`src/hw/rtl/assert_macros.svh`:
```
// Assertion macros shared by the link poll master RTL.
`ifndef ASSERT_MACROS_SVH
`define ASSERT_MACROS_SVH

// Checked on every rising edge while reset is released.
`define LPM_ASSERT(label, prop, msg) \
  label: assert property (@(posedge clk_i) disable iff (!rst_ni) (prop)) else $error(msg);

// Checked on every rising edge, reset included.
`define LPM_ASSERT_ALWAYS(label, prop, msg) \
  label: assert property (@(posedge clk_i) (prop)) else $error(msg);

`endif

```
`src/hw/rtl/lpm_pkg.sv`:
```
// Types, constants and frame byte tables of the link poll master.
package lpm_pkg;

  localparam int unsigned TIMER_BITS_DEF = 24;
  localparam int unsigned PERIOD_W       = 24;
  localparam int unsigned CFG_IDX_W      = 3;
  localparam int unsigned QUEUE_DEPTH    = 2;
  localparam int unsigned IDX_W          = 5;

  localparam logic [7:0]  BYTE_FIXED_START = 8'h10;
  localparam logic [7:0]  BYTE_VAR_START   = 8'h68;
  localparam logic [7:0]  BYTE_END         = 8'h16;
  localparam logic [7:0]  CTRL_BASE        = 8'h40;

  localparam logic [3:0]  CODE_LINK   = 4'd0;
  localparam logic [3:0]  CODE_DATA   = 4'd3;
  localparam logic [3:0]  CODE_CLASS1 = 4'd10;
  localparam logic [3:0]  CODE_CLASS2 = 4'd11;

  localparam logic [PERIOD_W-1:0] GI_PERIOD_RST    = 24'd1800;
  localparam logic [PERIOD_W-1:0] LINK_TIMEOUT_RST = 24'd50;
  localparam logic [PERIOD_W-1:0] MEASURE_RST      = 24'd7;
  localparam logic [7:0]          STATION_RST      = 8'd1;
  localparam logic [7:0]          GROUP_RST        = 8'd0;

  typedef enum logic [1:0] {
    FUNC_SEND = 2'd0,
    FUNC_RESP = 2'd1,
    FUNC_TICK = 2'd2
  } func_e;

  typedef enum logic [CFG_IDX_W-1:0] {
    REG_STATION  = 3'd0,
    REG_GI       = 3'd1,
    REG_TIMEOUT  = 3'd2,
    REG_MEASURE  = 3'd3,
    REG_GROUP    = 3'd4
  } cfg_reg_e;

  typedef enum logic [1:0] {
    FRAME_FIXED = 2'd0,
    FRAME_GI    = 2'd1,
    FRAME_GR    = 2'd2
  } frame_kind_e;

  // One queued request frame, everything the serialiser needs.
  typedef struct packed {
    frame_kind_e kind;
    logic [7:0]  ctrl;
    logic [7:0]  addr;
    logic [7:0]  group;
  } frame_desc_t;

  function automatic logic [IDX_W-1:0] frame_last_idx(frame_kind_e kind);
    logic [IDX_W-1:0] r;
    unique case (kind)
      FRAME_FIXED: r = IDX_W'(4);
      FRAME_GI:    r = IDX_W'(14);
      FRAME_GR:    r = IDX_W'(18);
      default:     r = IDX_W'(4);
    endcase
    return r;
  endfunction

  // True for the bytes covered by the variable frame checksum.
  function automatic logic in_checksum(frame_kind_e kind, logic [IDX_W-1:0] idx);
    return (kind != FRAME_FIXED) && (idx >= IDX_W'(4)) &&
           (idx <= frame_last_idx(kind) - IDX_W'(2));
  endfunction

  function automatic logic [7:0] frame_byte(frame_desc_t d, logic [IDX_W-1:0] idx,
                                            logic [7:0] sum);
    logic [7:0] b;
    b = 8'h00;
    unique case (d.kind)
      FRAME_FIXED: begin
        unique case (idx)
          5'd0:    b = BYTE_FIXED_START;
          5'd1:    b = d.ctrl;
          5'd2:    b = d.addr;
          5'd3:    b = d.ctrl + d.addr;
          default: b = BYTE_END;
        endcase
      end
      FRAME_GI: begin
        unique case (idx)
          5'd0, 5'd3: b = BYTE_VAR_START;
          5'd1, 5'd2: b = 8'h09;
          5'd4:       b = d.ctrl;
          5'd5, 5'd9: b = d.addr;
          5'd6:       b = 8'h07;
          5'd7:       b = 8'h81;
          5'd8:       b = 8'h09;
          5'd10:      b = 8'hff;
          5'd13:      b = sum;
          5'd14:      b = BYTE_END;
          default:    b = 8'h00;
        endcase
      end
      FRAME_GR: begin
        unique case (idx)
          5'd0, 5'd3:  b = BYTE_VAR_START;
          5'd1, 5'd2:  b = 8'h0d;
          5'd4:        b = d.ctrl;
          5'd5, 5'd9:  b = d.addr;
          5'd6:        b = 8'h15;
          5'd7:        b = 8'h81;
          5'd8:        b = 8'h2a;
          5'd10:       b = 8'hfe;
          5'd11:       b = 8'hf1;
          5'd13, 5'd16: b = 8'h01;
          5'd14:       b = d.group;
          5'd17:       b = sum;
          5'd18:       b = BYTE_END;
          default:     b = 8'h00;
        endcase
      end
      default: b = 8'h00;
    endcase
    return b;
  endfunction

endpackage

```
`src/hw/rtl/lpm_front.sv`:
```
// Request front end: link state, timers, configuration and frame selection.
module lpm_front #(
  parameter int unsigned TimerBits = lpm_pkg::TIMER_BITS_DEF
) (
  input  logic                           clk_i,
  input  logic                           rst_ni,
  input  logic                           in_valid_i,
  output logic                           in_ready_o,
  input  logic [1:0]                     func_i,
  input  logic                           frame_is_variable_i,
  input  logic [7:0]                     control_byte_i,
  input  logic                           cfg_valid_i,
  input  logic [lpm_pkg::CFG_IDX_W-1:0]  cfg_index_i,
  input  logic [lpm_pkg::PERIOD_W-1:0]   cfg_data_i,
  input  logic                           queue_full_i,
  output logic                           push_o,
  output lpm_pkg::frame_desc_t           push_desc_o
);

  localparam int unsigned CmpW = (TimerBits > lpm_pkg::PERIOD_W) ? TimerBits
                                                                 : lpm_pkg::PERIOD_W;

  typedef enum logic [2:0] {
    LS_RESET  = 3'd0,
    LS_STATUS = 3'd1,
    LS_CLASS1 = 3'd2,
    LS_CLASS2 = 3'd3,
    LS_GI     = 3'd4
  } link_state_e;

  link_state_e                  link_state_q, link_state_d;
  logic                         fcb_q, fcb_d;
  logic                         pending_q, pending_d;
  logic [TimerBits-1:0]         silence_q, silence_d;
  logic [TimerBits-1:0]         gi_age_q, gi_age_d;
  logic [TimerBits-1:0]         meas_age_q, meas_age_d;
  logic [7:0]                   station_q;
  logic [lpm_pkg::PERIOD_W-1:0] gi_period_q, timeout_q, measure_q;
  logic [7:0]                   group_q;
  logic                         accept;
  logic                         push_d;
  lpm_pkg::frame_kind_e         kind_d;
  logic                         fcv_d;
  logic [3:0]                   code_d;

  assign in_ready_o = !queue_full_i;
  assign accept     = in_valid_i && in_ready_o;

  always_comb begin
    link_state_d = link_state_q;
    fcb_d        = fcb_q;
    pending_d    = pending_q;
    silence_d    = silence_q;
    gi_age_d     = gi_age_q;
    meas_age_d   = meas_age_q;
    push_d       = 1'b0;
    kind_d       = lpm_pkg::FRAME_FIXED;
    fcv_d        = 1'b0;
    code_d       = lpm_pkg::CODE_LINK;
    if (accept) begin
      unique case (lpm_pkg::func_e'(func_i))
        lpm_pkg::FUNC_SEND: begin
          unique case (link_state_q)
            LS_RESET: begin
              push_d = 1'b1;
            end
            LS_STATUS: begin
              push_d       = 1'b1;
              link_state_d = LS_GI;
              pending_d    = 1'b1;
            end
            LS_CLASS1: begin
              push_d = 1'b1;
              fcv_d  = 1'b1;
              code_d = lpm_pkg::CODE_CLASS1;
            end
            LS_CLASS2: begin
              push_d = 1'b1;
              fcv_d  = 1'b1;
              priority if (CmpW'(gi_age_q) > CmpW'(gi_period_q)) begin
                gi_age_d = '0;
                kind_d   = lpm_pkg::FRAME_GI;
                code_d   = lpm_pkg::CODE_DATA;
              end else if (pending_q) begin
                pending_d = 1'b0;
                kind_d    = lpm_pkg::FRAME_GI;
                code_d    = lpm_pkg::CODE_DATA;
              end else if (CmpW'(silence_q) > CmpW'(timeout_q)) begin
                fcv_d        = 1'b0;
                link_state_d = LS_GI;
                pending_d    = 1'b1;
              end else if (CmpW'(meas_age_q) > CmpW'(measure_q)) begin
                meas_age_d = '0;
                kind_d     = lpm_pkg::FRAME_GR;
                code_d     = lpm_pkg::CODE_DATA;
              end else begin
                code_d = lpm_pkg::CODE_CLASS2;
              end
            end
            LS_GI: begin
              push_d = 1'b1;
              kind_d = lpm_pkg::FRAME_GI;
              fcv_d  = 1'b1;
              code_d = lpm_pkg::CODE_DATA;
            end
            default: begin
              // Undefined link states send nothing.
              push_d = 1'b0;
            end
          endcase
        end
        lpm_pkg::FUNC_RESP: begin
          fcb_d     = !fcb_q;
          silence_d = '0;
          priority if (control_byte_i[5]) begin
            link_state_d = LS_CLASS1;
          end else if (!frame_is_variable_i && pending_q) begin
            pending_d    = 1'b0;
            link_state_d = LS_GI;
          end else begin
            link_state_d = LS_CLASS2;
          end
        end
        lpm_pkg::FUNC_TICK: begin
          silence_d  = (&silence_q)  ? silence_q  : silence_q  + 1'b1;
          gi_age_d   = (&gi_age_q)   ? gi_age_q   : gi_age_q   + 1'b1;
          meas_age_d = (&meas_age_q) ? meas_age_q : meas_age_q + 1'b1;
        end
        default: begin
          push_d = 1'b0;
        end
      endcase
    end
  end

  assign push_o            = push_d;
  assign push_desc_o.kind  = kind_d;
  assign push_desc_o.ctrl  = lpm_pkg::CTRL_BASE | {2'b00, fcb_q, fcv_d, code_d};
  assign push_desc_o.addr  = station_q;
  assign push_desc_o.group = group_q;

  always_ff @(posedge clk_i or negedge rst_ni) begin
    if (!rst_ni) begin
      link_state_q <= LS_STATUS;
      fcb_q        <= 1'b0;
      pending_q    <= 1'b0;
      silence_q    <= '0;
      gi_age_q     <= '0;
      meas_age_q   <= '0;
    end else begin
      link_state_q <= link_state_d;
      fcb_q        <= fcb_d;
      pending_q    <= pending_d;
      silence_q    <= silence_d;
      gi_age_q     <= gi_age_d;
      meas_age_q   <= meas_age_d;
    end
  end

  always_ff @(posedge clk_i or negedge rst_ni) begin
    if (!rst_ni) begin
      station_q   <= lpm_pkg::STATION_RST;
      gi_period_q <= lpm_pkg::GI_PERIOD_RST;
      timeout_q   <= lpm_pkg::LINK_TIMEOUT_RST;
      measure_q   <= lpm_pkg::MEASURE_RST;
      group_q     <= lpm_pkg::GROUP_RST;
    end else if (cfg_valid_i) begin
      unique case (lpm_pkg::cfg_reg_e'(cfg_index_i))
        lpm_pkg::REG_STATION: station_q   <= cfg_data_i[7:0];
        lpm_pkg::REG_GI:      gi_period_q <= cfg_data_i;
        lpm_pkg::REG_TIMEOUT: timeout_q   <= cfg_data_i;
        lpm_pkg::REG_MEASURE: measure_q   <= cfg_data_i;
        lpm_pkg::REG_GROUP:   group_q     <= cfg_data_i[7:0];
        default: begin
          // Writes beyond the register list are dropped.
        end
      endcase
    end
  end

endmodule

```
`src/hw/rtl/lpm_queue.sv`:
```
// Short descriptor queue between the front end and the serialiser.
`include "assert_macros.svh"
module lpm_queue #(
  parameter int unsigned Depth = lpm_pkg::QUEUE_DEPTH
) (
  input  logic                 clk_i,
  input  logic                 rst_ni,
  input  logic                 push_i,
  input  lpm_pkg::frame_desc_t push_desc_i,
  output logic                 full_o,
  input  logic                 pop_i,
  output logic                 empty_o,
  output lpm_pkg::frame_desc_t head_o
);

  localparam int unsigned PtrW = (Depth > 1) ? $clog2(Depth) : 1;
  localparam int unsigned CntW = $clog2(Depth + 1);

  lpm_pkg::frame_desc_t mem_q [Depth];
  logic [PtrW-1:0]      wr_ptr_q, rd_ptr_q;
  logic [CntW-1:0]      count_q;

  assign full_o  = (count_q == CntW'(Depth));
  assign empty_o = (count_q == '0);
  assign head_o  = mem_q[rd_ptr_q];

  always_ff @(posedge clk_i) begin
    if (push_i) begin
      mem_q[wr_ptr_q] <= push_desc_i;
    end
  end

  always_ff @(posedge clk_i or negedge rst_ni) begin
    if (!rst_ni) begin
      wr_ptr_q <= '0;
      rd_ptr_q <= '0;
      count_q  <= '0;
    end else begin
      if (push_i) begin
        wr_ptr_q <= (wr_ptr_q == PtrW'(Depth - 1)) ? '0 : wr_ptr_q + 1'b1;
      end
      if (pop_i) begin
        rd_ptr_q <= (rd_ptr_q == PtrW'(Depth - 1)) ? '0 : rd_ptr_q + 1'b1;
      end
      unique case ({push_i, pop_i})
        2'b10:   count_q <= count_q + 1'b1;
        2'b01:   count_q <= count_q - 1'b1;
        default: count_q <= count_q;
      endcase
    end
  end

  `LPM_ASSERT(a_no_overflow, push_i |-> !full_o, "request pushed into a full queue")
  `LPM_ASSERT(a_no_underflow, pop_i |-> !empty_o, "request popped from an empty queue")
  `LPM_ASSERT(a_count_moves, (push_i && !pop_i) |=> (count_q == $past(count_q) + 1'b1),
              "queue fill count lost a push")

endmodule

```
`src/hw/rtl/lpm_back.sv`:
```
// Frame serialiser: turns one queued request into bytes, one per cycle unless stalled.
`include "assert_macros.svh"
module lpm_back (
  input  logic                 clk_i,
  input  logic                 rst_ni,
  input  logic                 empty_i,
  input  lpm_pkg::frame_desc_t head_i,
  output logic                 pop_o,
  output logic                 out_valid_o,
  input  logic                 out_ready_i,
  output logic [7:0]           out_byte_o,
  output logic                 out_last_o
);

  lpm_pkg::frame_desc_t          desc_q;
  logic                          active_q;
  logic [lpm_pkg::IDX_W-1:0]     idx_q;
  logic [7:0]                    sum_q;
  logic                          out_valid_q;
  logic [7:0]                    out_byte_q;
  logic                          out_last_q;
  logic                          advance;
  logic [7:0]                    cur_byte;
  logic                          cur_last;

  assign advance  = !out_valid_q || out_ready_i;
  assign pop_o    = advance && !active_q && !empty_i;
  assign cur_byte = lpm_pkg::frame_byte(desc_q, idx_q, sum_q);
  assign cur_last = (idx_q == lpm_pkg::frame_last_idx(desc_q.kind));

  always_ff @(posedge clk_i) begin
    if (pop_o) begin
      desc_q <= head_i;
    end
    if (advance && active_q) begin
      out_byte_q <= cur_byte;
    end
  end

  always_ff @(posedge clk_i or negedge rst_ni) begin
    if (!rst_ni) begin
      active_q    <= 1'b0;
      idx_q       <= '0;
      sum_q       <= '0;
      out_valid_q <= 1'b0;
      out_last_q  <= 1'b0;
    end else if (advance) begin
      if (active_q) begin
        out_valid_q <= 1'b1;
        out_last_q  <= cur_last;
        idx_q       <= idx_q + 1'b1;
        if (lpm_pkg::in_checksum(desc_q.kind, idx_q)) begin
          sum_q <= sum_q + cur_byte;
        end
        if (cur_last) begin
          active_q <= 1'b0;
        end
      end else begin
        out_valid_q <= 1'b0;
        out_last_q  <= 1'b0;
        if (pop_o) begin
          active_q <= 1'b1;
          idx_q    <= '0;
          sum_q    <= '0;
        end
      end
    end
  end

  assign out_valid_o = out_valid_q;
  assign out_byte_o  = out_byte_q;
  assign out_last_o  = out_last_q;

  `LPM_ASSERT(a_idx_in_frame, active_q |-> (idx_q <= lpm_pkg::frame_last_idx(desc_q.kind)),
              "byte index ran past the end of the frame")
  `LPM_ASSERT(a_last_ends_frame, (advance && active_q && cur_last) |=> !active_q,
              "serialiser stayed busy after the closing byte")
  `LPM_ASSERT_ALWAYS(a_reset_idle, !rst_ni |-> (!out_valid_o && !active_q),
                     "serialiser busy during reset")

endmodule

```
`src/hw/rtl/link_poll_master.sv`:
```
// Link poll master top level: request front end, descriptor queue and serialiser.
// A send request passes the descriptor queue, the serialiser descriptor register and the
// output register before its first byte shows; frames (5, 15 or 19 bytes) go out one at
// a time; responses and ticks are taken one per cycle while the two-entry queue has room.
// Reset: asynchronous, active low; link state requests link status, timers and
// flags clear, registers return to their defaults and the output stream empties.
module link_poll_master #(
  parameter int unsigned TIMER_BITS = lpm_pkg::TIMER_BITS_DEF
) (
  input  logic                          clk_i,
  input  logic                          rst_ni,
  input  logic                          s_axis_tvalid_i,
  output logic                          s_axis_tready_o,
  input  logic [7:0]                    s_axis_tdata_i,  // [7:0] control_byte
  input  logic [2:0]                    s_axis_tuser_i,  // [1:0] func, [2] frame_is_variable
  output logic                          m_axis_tvalid_o,
  input  logic                          m_axis_tready_i,
  output logic [7:0]                    m_axis_tdata_o,  // [7:0] frame_byte
  output logic                          m_axis_tlast_o,
  input  logic                          cfg_valid_i,
  output logic                          cfg_ready_o,
  input  logic [lpm_pkg::CFG_IDX_W-1:0] cfg_index_i,
  input  logic [lpm_pkg::PERIOD_W-1:0]  cfg_data_i
);

  logic                 queue_full;
  logic                 queue_empty;
  logic                 push;
  logic                 pop;
  lpm_pkg::frame_desc_t push_desc;
  lpm_pkg::frame_desc_t head_desc;

  assign cfg_ready_o = 1'b1;

  lpm_front #(
    .TimerBits (TIMER_BITS)
  ) u_front (
    .clk_i               (clk_i),
    .rst_ni              (rst_ni),
    .in_valid_i          (s_axis_tvalid_i),
    .in_ready_o          (s_axis_tready_o),
    .func_i              (s_axis_tuser_i[1:0]),
    .frame_is_variable_i (s_axis_tuser_i[2]),
    .control_byte_i      (s_axis_tdata_i),
    .cfg_valid_i         (cfg_valid_i),
    .cfg_index_i         (cfg_index_i),
    .cfg_data_i          (cfg_data_i),
    .queue_full_i        (queue_full),
    .push_o              (push),
    .push_desc_o         (push_desc)
  );

  lpm_queue #(
    .Depth (lpm_pkg::QUEUE_DEPTH)
  ) u_queue (
    .clk_i       (clk_i),
    .rst_ni      (rst_ni),
    .push_i      (push),
    .push_desc_i (push_desc),
    .full_o      (queue_full),
    .pop_i       (pop),
    .empty_o     (queue_empty),
    .head_o      (head_desc)
  );

  lpm_back u_back (
    .clk_i       (clk_i),
    .rst_ni      (rst_ni),
    .empty_i     (queue_empty),
    .head_i      (head_desc),
    .pop_o       (pop),
    .out_valid_o (m_axis_tvalid_o),
    .out_ready_i (m_axis_tready_i),
    .out_byte_o  (m_axis_tdata_o),
    .out_last_o  (m_axis_tlast_o)
  );

endmodule
```
`config.mk`:
```
export PLATFORM = sky130hd
export DESIGN_NAME = link_poll_master
export DESIGN_NICKNAME = d
export VERILOG_FILES = /design/src/hw/rtl/lpm_pkg.sv /design/src/hw/rtl/lpm_front.sv /design/src/hw/rtl/lpm_queue.sv /design/src/hw/rtl/lpm_back.sv /design/src/hw/rtl/link_poll_master.sv
export VERILOG_INCLUDE_DIRS = /design/src /design/src/hw/rtl
export SDC_FILE = /design/constraint.sdc
export NUM_CORES = 1
export LEC_CHECK = 0
export ABC_AREA = 1
export BUFFER_PORTS_ARGS = -buffer_cell sky130_fd_sc_hd__buf_2
export CELL_PAD_IN_SITES_DETAIL_PLACEMENT = 0
export CELL_PAD_IN_SITES_GLOBAL_PLACEMENT = 2
export CORE_ASPECT_RATIO = 0.5
export CORE_MARGIN = 2
export CORE_UTILIZATION = 34
export DETAILED_ROUTE_END_ITERATION = 10
export GPL_ROUTABILITY_DRIVEN = 0
export GPL_TIMING_DRIVEN = 0
export PLACE_DENSITY_LB_ADDON = 0.15
export SLEW_MARGIN = 20
export SYNTH_ARGS = -nofsm -noshare
export SYNTH_HDL_FRONTEND = slang
export SYNTH_SLANG_ARGS = --single-unit
```
`constraint.sdc`:
```
create_clock -name clk_i -period 2.8 [get_ports clk_i]
set_clock_uncertainty 0.1 [all_clocks]
set_input_delay 0.28 -clock clk_i [delete_from_list [all_inputs] [get_ports clk_i]]
set_output_delay 0.28 -clock clk_i [all_outputs]
set_load 0.05 [all_outputs]
```
==> results of run 1 <==
## final timing paths
check / startpoint / to
max: u_back.desc_q[8] / u_back.sum_q[7]
min: cfg_data_i[9] / u_front.gi_period_q[9]
max reg2reg: u_back.desc_q[8] / u_back.sum_q[7]
min reg2reg: u_front.pending_q / u_front.pending_q
max in group asynchronous: rst_ni / u_front.measure_q[2]
min in group asynchronous: rst_ni / u_front.gi_age_q[8]
## worst max-delay path: cells and delay by family (launching register included)
kind | cells | cell delay (ns)
AOI/OAI and AO/OA | 2 | 0.33
buffers and inverters | 4 | 0.42
DFF | 1 | 0.44
adders and majority gates | 2 | 0.55
and+or+nand+nor | 13 | 1.22
## layer usage
layer  GRT usage  up-vias  part of all wire
met5           0        -                 0
met4      0.0389        0             0.019
met3      0.0237       46             0.028
met2       0.320      146              0.45
met1       0.285     5978              0.50
li1            -     6520                 -
## synth_stat cells (6+ instances only)
| master | instances | area [um^2] |
|---|---|---|
| nand2_1 | 525 | 1970 |
| inv_1 | 267 | 1000 |
| dfrtp_1 | 173 | 4330 |
| nor2_1 | 145 | 544 |
| o21ai_0 | 136 | 681 |
| nand3_1 | 117 | 586 |
| ha_1 | 101 | 1260 |
| edfxtp_1 | 77 | 2310 |
| a21oi_1 | 56 | 280 |
| xor2_1 | 46 | 403 |
| nand4_1 | 42 | 263 |
| nor3_1 | 35 | 175 |
| clkbuf_1 | 28 | 105 |
| o21ai_1 | 16 | 80.1 |
| nor4_1 | 14 | 87.6 |
| xnor2_1 | 13 | 114 |
| dfstp_2 | 12 | 315 |
| o31ai_1 | 9 | 67.6 |
| buf_4 | 7 | 52.6 |
| o22ai_1 | 7 | 43.8 |
| a31oi_1 | 6 | 37.5 |
## sequential cells by signal, indices dropped and copies added, names as in the netlist, 2 cells and up
register              flops
u_back.idx_q              5
u_back.sum_q              8
u_back.desc_q            23
u_front.station_q         8
u_queue.count_q           2
u_front.gi_period_q      24
u_queue.mem_q            46
u_front.gi_age_q         24
u_front.silence_q        24
u_front.group_q           8
u_front.link_state_q      3
u_front.meas_age_q       24
u_front.measure_q        24
u_front.timeout_q        24
u_back.out_byte_o         8
## power groups by stage
stage / registers (uW) / clock network, uW / logic [uW]
2_1_floorplan: 5250 / 0 / 2590
3_3_place_gp: 5200 / 0 / 3840
3_5_place_dp: 5220 / 0 / 3850
4_1_cts: 5170 / 3930 / 4300
5_1_grt: 5260 / 4090 / 5070
6_report: 5180 / 3830 / 4460
## stage by stage
| step | hold WS [ns] | setup WS [ns] | util | cell area, um^2 |
|---|---|---|---|---|
| after floorplan | -0.116 | -0.164 | - | 15400 |
| after global placement | 0.353 | -2.23 | 0.371 | 16300 |
| after detailed placement | 0.0774 | -0.760 | 0.373 | 16400 |
| after CTS | 0.000728 | -0.507 | 0.407 | 17900 |
| after global routing | 0.0328 | -0.655 | 0.412 | 18100 |
| final | 0.00493 | -0.380 | 0.412 | 18100 |
## cell families after synthesis
| family | after synthesis |
|---|---|
| AND/OR/NAND/NOR | 906 |
| buffers and inverters | 320 |
| flip-flops | 262 |
| AO/OA/AOI/OAI | 260 |
| adder cells (fa/ha/maj) | 103 |
| XOR/XNOR | 59 |
| other | 1 |
## what timing repair did
item,4_1_cts,5_1_grt
resized for setup,70,37
buffers inserted,19,9
cloned,2,0
hold endpoints to repair,146,0
setup endpoints to repair,54,45
pin swaps,25,19
hold buffers,20,0
## cell type report
cell class,instances,area share
plain buffers,47,0.0140
clock buffers,39,0.0448
clock inverters,13,0.00697
inverters,272,0.0571
multi-input cells,1331,0.413
flip-flops and latches,262,0.384
well taps,588,0.0406
repair buffers,96,0.0400
==> impl_metrics.tcl, run 1 <==
set metrics [dict create \
    wl_per_cell_um 17.1 \
    period_minus_slack_ns 3.18 \
    switching_share 0.372 \
    num_rows 54 \
    pin_count 55 \
    cts_buffers 28 \
    power_frac_seq 0.384 \
    layout_common_cells "nand2_1 (511), inv_1 (251), dfrtp_1 (167)" \
    post-route-period-util 1.14 \
    hold_viol_final 0 \
    async_flop_share 0.706 \
    ff_latch_area_um2 6960 \
    cp_common_cell "nand2_1" \
    setup_violations 6 \
    antenna_found_initial 0 \
    p_sw_uw 5010 \
    core_um2 44100 \
    power_density_nw_per_um2 742 \
    cp.required_ns 3.15 \
    synth_nets 2057 \
    htree_levels 1 \
    r2r_cells 21 \
    combPwrFrac 0.331 \
    final_cells 2648 \
    start_kind "flop" \
    p_leak_uw 0.00849 \
    power_uw 13500 \
    reg2reg_slack_ns -0.38 \
    diodes 0 \
    hold_class "in2reg" \
    overflow 0 \
    layout_commonest_cell "nand2_1" \
    synth_seq_cells 262 \
    avgSynthCellArea_um2 8.03 \
    ant_nets 0 \
    fmax_ghz 0.314 \
    synth_mux_area_frac 0 \
    syn_to_final_growth_pct 18.1 \
    via_count 12700 \
    grt_first_pass_wirelength_mm 72.9 \
    drt_wl_total_mm 45.3 \
    first_pass_iters 5 \
    violations "setup timing" \
    fillers 4602 \
    worst_path_largest_cell_delay_ns 0.44 \
    tns_ns -1.52 \
    cts_tree "yes" \
    critical_path_class "reg2reg" \
    cp_max_fo 4 \
    setup_slack_ns -0.380 \
    outcome "finished, violations left" \
    synth_top_family_by_area "simple AND/OR/NAND/NOR gates" \
    syn_inst 1911 \
    first_global_vias 12700 \
    start_util 0.348 \
    hold_depth 3 \
    synth_compound_area_frac 0.0932 \
    drc_errors 0 \
    pwr-share-clk 0.284 \
    clkLatencyLatePin_ns 0.56 \
    max-slew-margin-rel 0.389 \
    synthAdderAreaFrac 0.0849 \
    dieArea_um2 47000 \
    postSynth.topFlopCell "dfrtp_1" \
    final_nets 2184 \
    cp.arrival_ns 3.53 \
    clkTransAtPathRegs_ns 0.06 \
    multi_input_area_um2 7480 \
    clock-sinks 262 \
    internal-power_uw 8450 \
    vdd_drop_max_mv 0.535 \
    crit_chain "ha_4 > buf_4 > buf_4 > nand3_1 > nand2_1 > nand3_1 > nand2_1 > o21ai_0 > a31oi_1 > nor2_1 > nor2_1 > ha_1 > inv_1 > nor4_4 > nand2_1 > nand3_1 > nand2_2 > inv_2 > nand3_2 > nand3_2 > nand2_1" \
    ys_seq_area_frac 0.453 \
    tightest_slew_ns 0.916 \
    via_per_inst 4.79 \
    grt_max_degree 82 \
    rsz0062_at_grt "true" \
    fp.dieH_um 154 \
    synth_cell_types 50 \
    crit_slowest_cell "edfxtp_1" \
    place_inst 2547 \
    dp_hpwl_mm 33.8 \
    clockBufferDepth 3 \
    worstSetupEndpointType "flop" \
    synth-xor-area-share 0.0337 \
    synth_edf_count 77 \
    cap_viol_max_count 0 \
    drive_above_1_share 0.126 \
    synthSimpleGateAreaFrac 0.252 \
    io_buffers 46 \
    grtUsageTotal 0.197 \
    cts_root_buf "clkbuf_16" \
    drv_slew 0 \
    die_x_um 305 \
    drt_iter0_markers 820 \
    synth_warnings 0 \
    syn-cell-area_um2 15400 \
]
Note: power is estimated with default switching activity, not from simulation.
==> run 2: changes to the inputs <==
--- a/config.mk
+++ b/config.mk
@@ -6,13 +6,13 @@
 export SDC_FILE = /design/constraint.sdc
 export NUM_CORES = 1
 export LEC_CHECK = 0
-export ABC_AREA = 1
+export ABC_AREA = 0
 export BUFFER_PORTS_ARGS = -buffer_cell sky130_fd_sc_hd__buf_2
 export CELL_PAD_IN_SITES_DETAIL_PLACEMENT = 0
 export CELL_PAD_IN_SITES_GLOBAL_PLACEMENT = 2
 export CORE_ASPECT_RATIO = 0.5
 export CORE_MARGIN = 2
-export CORE_UTILIZATION = 34
+export CORE_UTILIZATION = 37
 export DETAILED_ROUTE_END_ITERATION = 10
 export GPL_ROUTABILITY_DRIVEN = 0
 export GPL_TIMING_DRIVEN = 0
==> impl_metrics.tcl, run 2 <==
set metrics [dict create \
    max-slew-margin-rel 0.264 \
    post-route-period-util 1.34 \
    via_per_inst 5.42 \
    drc_errors 0 \
    die_x_um 285 \
    drv_slew 0 \
    wl_per_cell_um 19.4 \
    core_um2 38900 \
    p_leak_uw 0.00774 \
    via_count 11800 \
    cap_viol_max_count 0 \
    syn-cell-area_um2 14600 \
    ys_top_cells_by_area "dfrtp_1 (30%), edfxtp_1 (16%), ha_1 (8.6%)" \
    syn_inst 1440 \
    largest_register "u_queue.mem_q" \
    yosysMostFrequentCell "dfrtp_1" \
    synth_warnings 0 \
    r2r_cells 17 \
    cts_tree "yes" \
    num_rows 51 \
    crit_chain "inv_4 > ha_4 > mux2_4 > o21ai_4 > o31ai_4 > a311o_1 > a221oi_4 > nor2_2 > ha_2 > buf_6 > fa_2 > a21o_1 > a21o_1 > a21o_1 > a21oi_2 > xor2_1 > o21ai_1" \
    cp.arrival_ns 4.06 \
    critical_path_class "reg2reg" \
    drive_above_1_share 0.309 \
    dieArea_um2 41200 \
    worstSetupEndpointType "flop" \
    cp_common_cell "a21o_1" \
    r2r-start "u_back.idx_q[1]" \
    pin_count 55 \
    synth_cell_types 88 \
    grt_max_degree 89 \
    period_minus_slack_ns 3.74 \
    diodes 0 \
    final_nets 1774 \
    outcome "finished, violations left" \
    tns_ns -9.48 \
    setup_slack_ns -0.940 \
    overflow 0 \
    stdcell_area_um2 18900 \
    hold_depth 2 \
    htree_levels 1 \
    violations "setup timing" \
    synth_seq_cells 262 \
    start_kind "flop" \
    fp.dieH_um 145 \
    layout_commonest_cell "dfrtp_1" \
    synthTopCellsByCount "dfrtp_1 (173), nand2_1 (121), o21ai_0 (119)" \
    synth_top_area_frac 0.296 \
    hold_start "cfg_data_i[0]" \
    place_area_um2 15700 \
    power_density_nw_per_um2 768 \
    start_util 0.376 \
    postSynth.topFlopCell "dfrtp_1" \
    vdd_drop_max_mv 0.421 \
    rsz0062_at_grt "true" \
    layout_common_cells "dfrtp_1 (155), nand2_1 (119), nor2_1 (95)" \
    fmax_ghz 0.267 \
    ys_seq_area_frac 0.476 \
    tightest_slew_ns 1.10 \
    timing.rr.end "u_back.sum_q[6]" \
    crit_slowest_cell "dfrtp_2" \
    largest_reg_flops 46 \
    hold_class "in2reg" \
    io_buffers 46 \
    synth_nets 1586 \
    syn_to_final_growth_pct 29.1 \
    crit_cells 17 \
    reg2reg_slack_ns -0.94 \
    fillers 3587 \
    hold_slack_ns 0.0273 \
    hold_end "u_front.gi_period_q[0]" \
    worst_path_largest_cell_delay_ns 0.44 \
    cp_max_fo 8 \
    clock-sinks 262 \
    grtUsageTotal 0.207 \
    drt_iter0_markers 802 \
    antenna_found_initial 1 \
    first_pass_iters 5 \
    critPathBufInv 2 \
    clockBufferDepth 3 \
    dp_hpwl_mm 29.7 \
    first_global_vias 11900 \
    crit_family "compound AO/OA/AOI/OAI gates" \
    cp.required_ns 3.12 \
    drt_wl_total_mm 42.3 \
    cts_root_buf "clkbuf_16" \
    ant_nets 0 \
    post-synth-top-area-cell "dfrtp_1" \
    async_flop_share 0.706 \
    cts_buffers 27 \
    power_uw 14500 \
    clkTransAtPathRegs_ns 0.07 \
    avgSynthCellArea_um2 10.2 \
    synth_edf_count 77 \
    grt_first_pass_wirelength_mm 67.0 \
    setup_violations 54 \
    hold_viol_final 0 \
    clkLatencyLatePin_ns 0.55 \
]
[run 2: cell types whose count changed after synthesis, moves of 17 or more]
| cell | change |
|---|---|
| xor2_1 | -30 |
| mux2_2 | +67 |
| nand2b_1 | +21 |
| inv_1 | -171 |
| a21oi_1 | +17 |
| nor2_1 | -41 |
| and3_1 | +19 |
| o21ai_0 | -17 |
| nor3_1 | -20 |
| nand3_1 | -59 |
| nand2_1 | -404 |
[run 2: routing by layer]
metal	GRT usage	up-vias	wire length [um]
li1	-	5621	-
met1	0.279	5873	19700
met2	0.356	239	20300
met3	0.0304	61	1620
met4	0.0391	0	749
met5	0	-	0
[run 2: power breakdown]
group / switching (uW) / internal (uW) / leakage, uW
sequential: 430 / 4700 / 0.00304
clock: 1630 / 2110 / 0.000452
combinational: 3280 / 2350 / 0.00425
total: 5330 / 9170 / 0.00774
[run 2: cell families after synthesis]
group | count (synthesis) | share of synthesized area
DFF | 262 | 0.476
other | 1 | 0.000256
AOI/OAI and AO/OA | 338 | 0.146
and+or+nand+nor | 464 | 0.165
xor gates and xnor gates | 42 | 0.0252
muxes | 71 | 0.0543
adders and majority gates | 104 | 0.0898
buffers and inverters | 158 | 0.0440
[run 2: final cells by class]
type | instances | area, um^2 | share of cell area
Buffer | 53 | 368 | 0.0195
Clock buffer | 30 | 707 | 0.0375
Clock inverter | 19 | 191 | 0.0101
Inverter | 98 | 383 | 0.0203
Multi-Input combinational cell | 1020 | 8240 | 0.436
Sequential cell | 262 | 6980 | 0.370
Tap cell | 530 | 663 | 0.0351
Timing Repair Buffer | 165 | 1340 | 0.0711
Timing Repair inverter | 1 | 5.00 | 0.000265
[run 2: worst max-delay path by stage]
stage | end | startpoint | slack, ns
2_1_floorplan | u_back.sum_q[6] | u_back.idx_q[0] | -0.68
3_3_place_gp | u_back.idx_q[1] | rst_ni | -2.19
3_5_place_dp | u_back.sum_q[7] | u_back.idx_q[2] | -1.71
4_1_cts | u_back.sum_q[7] | u_back.desc_q[16] | -1.04
5_1_grt | u_back.sum_q[7] | u_back.idx_q[4] | -1.11
6_report | u_back.sum_q[6] | u_back.idx_q[1] | -0.94
[run 2: stage by stage]
stage	cells	util	setup slack, ns
after floorplan	1440	-	-0.682
after global placement	2016	0.401	-2.19
after detailed placement	2018	0.403	-1.71
after CTS	2172	0.475	-1.04
after global routing	2178	0.485	-1.11
final	2178	0.485	-0.940
[run 2: what timing repair did]
item / CTS / global route
resized for setup: 214 / 93
endpoints found under the hold margin: 152 / 0
pin swaps: 116 / 64
gates cloned: 6 / 0
hold buffers: 25 / 0
buffers inserted: 81 / 9
endpoints found under the setup margin: 76 / 82
==> run 3: changes to the inputs <==
--- a/config.mk
+++ b/config.mk
@@ -12,7 +12,7 @@
 export CELL_PAD_IN_SITES_GLOBAL_PLACEMENT = 2
 export CORE_ASPECT_RATIO = 0.5
 export CORE_MARGIN = 2
-export CORE_UTILIZATION = 37
+export CORE_UTILIZATION = 41
 export DETAILED_ROUTE_END_ITERATION = 10
 export GPL_ROUTABILITY_DRIVEN = 0
 export GPL_TIMING_DRIVEN = 0
==> constraint.sdc (replaced) <==
create_clock -name clk_i -period 4 [get_ports clk_i]
set_clock_uncertainty 0.1 [all_clocks]
set_input_delay 0.4 -clock clk_i [delete_from_list [all_inputs] [get_ports clk_i]]
set_output_delay 0.4 -clock clk_i [all_outputs]
set_load 0.05 [all_outputs]
==> impl_metrics.tcl, run 3 (same netlist as run 2, synthesis figures left out) <==
set metrics [dict create \
    largest_register "u_queue.mem_q" \
    overflow 0 \
    final_core_utilization 0.483 \
    via_count 11300 \
    grtUsageTotal 0.209 \
    start_util 0.420 \
    clkLatencyLatePin_ns 0.55 \
    cp.required_ns 4.31 \
    worstSetupEndpointType "flop" \
    drv_slew 0 \
    core_um2 34800 \
    fmax_ghz 0.257 \
    outcome "completed" \
    syn_to_final_growth_pct 15.0 \
    cap_viol_max_count 0 \
    first_pass_iters 6 \
    antenna_found_initial 0 \
    io_buffers 46 \
    cp.arrival_ns 4.19 \
    p_leak_uw 0.00701 \
    die_x_um 271 \
    power_density_nw_per_um2 569 \
    htree_levels 1 \
    dieArea_um2 37300 \
    final_nets 1675 \
    critical_path_class "reg2reg" \
    grt_first_pass_wirelength_mm 61.3 \
    clkTransAtPathRegs_ns 0.07 \
    via_per_inst 5.56 \
    hold_viol_final 0 \
    cp_common_cell "a21o_1" \
    rsz0062_at_grt "true" \
    cts_tree "yes" \
    drc_errors 0 \
    crit_family "compound AO/OA/AOI/OAI gates" \
    first_global_vias 11000 \
    max-slew-margin-rel 0.370 \
    tightest_slew_ns 0.941 \
    setup_violations 0 \
    vdd_drop_max_mv 0.274 \
    clockBufferDepth 3 \
    drt_iter0_markers 780 \
    clock-sinks 262 \
    fp.dieH_um 138 \
    drive_above_1_share 0.184 \
    largest_reg_flops 46 \
    cts_root_buf "clkbuf_16" \
    hold_slack_ns 0.0161 \
    dp_hpwl_mm 28.8 \
    wl_per_cell_um 19.1 \
    grt_max_degree 89 \
    cp_max_fo 10 \
    pin_count 55 \
    ant_nets 0 \
    layout_common_cells "dfrtp_1 (169), nand2_1 (121), o21ai_0 (117)" \
    crit_slowest_cell "dfrtp_1" \
    hold_class "in2reg" \
    crit_chain "buf_4 > clkbuf_8 > and4bb_2 > a31oi_1 > nand3_2 > nor2_4 > nor2_4 > a221oi_2 > nor2_2 > ha_2 > fa_2 > a21o_1 > a21o_1 > a21o_1 > a21oi_1 > xor2_1 > o21ai_0" \
    num_rows 48 \
    period_minus_slack_ns 3.89 \
    worst_path_largest_cell_delay_ns 0.40 \
    drt_wl_total_mm 38.6 \
    cts_buffers 26 \
    critPathBufInv 2 \
    diodes 0 \
    start_kind "flop" \
    post-route-period-util 0.972 \
    power_uw 9580 \
    layout_commonest_cell "dfrtp_1" \
]
[run 3: changes by cell type in the layout (fill, tap and decap cells not counted), sizes merged]
cell	before	now
clkinvlp	3	6
bufinv	3	4
dlygate4sd3	25	3
clkinv	14	8
clkbuf	59	61
buf	164	86
[run 3: per-layer routing]
metal	GRT usage	routed length [um]	up-vias
met5	0	0	-
met4	0.0565	1070	0
met3	0.0343	1770	67
met2	0.348	17600	290
met1	0.285	18100	5512
li1	-	-	5384
[run 3: final cells by class]
cell class                 count  area, um^2
buffer                        56         284
sequential                   262        6960
clock buffer                  29         693
fill                        3251       18000
tap                          475         594
multi-input combinational   1020        7250
clock inverter                18         218
inverter                      98         370
timing repair buffer          65         443
[run 3: power breakdown]
| part | leakage [uW] | switching [uW] | internal (uW) |
|---|---|---|---|
| combinational | 0.00353 | 2060 | 1310 |
| clock | 0.000426 | 1110 | 1520 |
| sequential | 0.00306 | 292 | 3290 |
| total | 0.00701 | 3460 | 6120 |
[run 3: stage by stage]
step / instances / area, um^2 / setup WS [ns] / TNS [ns]
floorplan: 1440 / 14600 / 0.224 / 0
global placement: 1961 / 15400 / -1.07 / -147.97
detailed placement: 1963 / 15500 / -1.07 / -1.82
CTS: 2018 / 16700 / 0.0111 / 0
global route: 2023 / 16800 / -0.0607 / -0.104
finish: 2023 / 16800 / 0.114 / 0
[run 3: path summary, 6_finish.rpt]
check	start	end	slack [ns]	cells past startpoint
worst max-delay path	u_back.idx_q[2]	u_back.sum_q[6]	0.11	17
worst min-delay path	cfg_data_i[18]	u_front.timeout_q[18]	0.02	3
worst max register to register	u_back.idx_q[2]	u_back.sum_q[6]	0.11	17
worst min register to register	u_front.station_q[5]	u_queue.mem_q[1][13]	0.37	0
max in group asynchronous	rst_ni	u_front.gi_period_q[10]	2.53	4
min in group asynchronous	rst_ni	u_back.sum_q[7]	0.15	2
[run 3: tightest hold or removal path: cells and delay by family]
kind / cells / cell delay [ns]
buf+inv: 1 / 0.12
compound gates: 1 / 0.06
simple gates: 1 / 0.05
[run 3: repair_timing]
| action | in CTS | in global routing |
|---|---|---|
| buffers inserted | 8 | 6 |
| hold buffers | 3 | 0 |
| endpoints found under the hold margin | 90 | 0 |
| pin swaps | 5 | 13 |
| setup endpoints to repair | 4 | 2 |
| resized for setup | 44 | 23 |
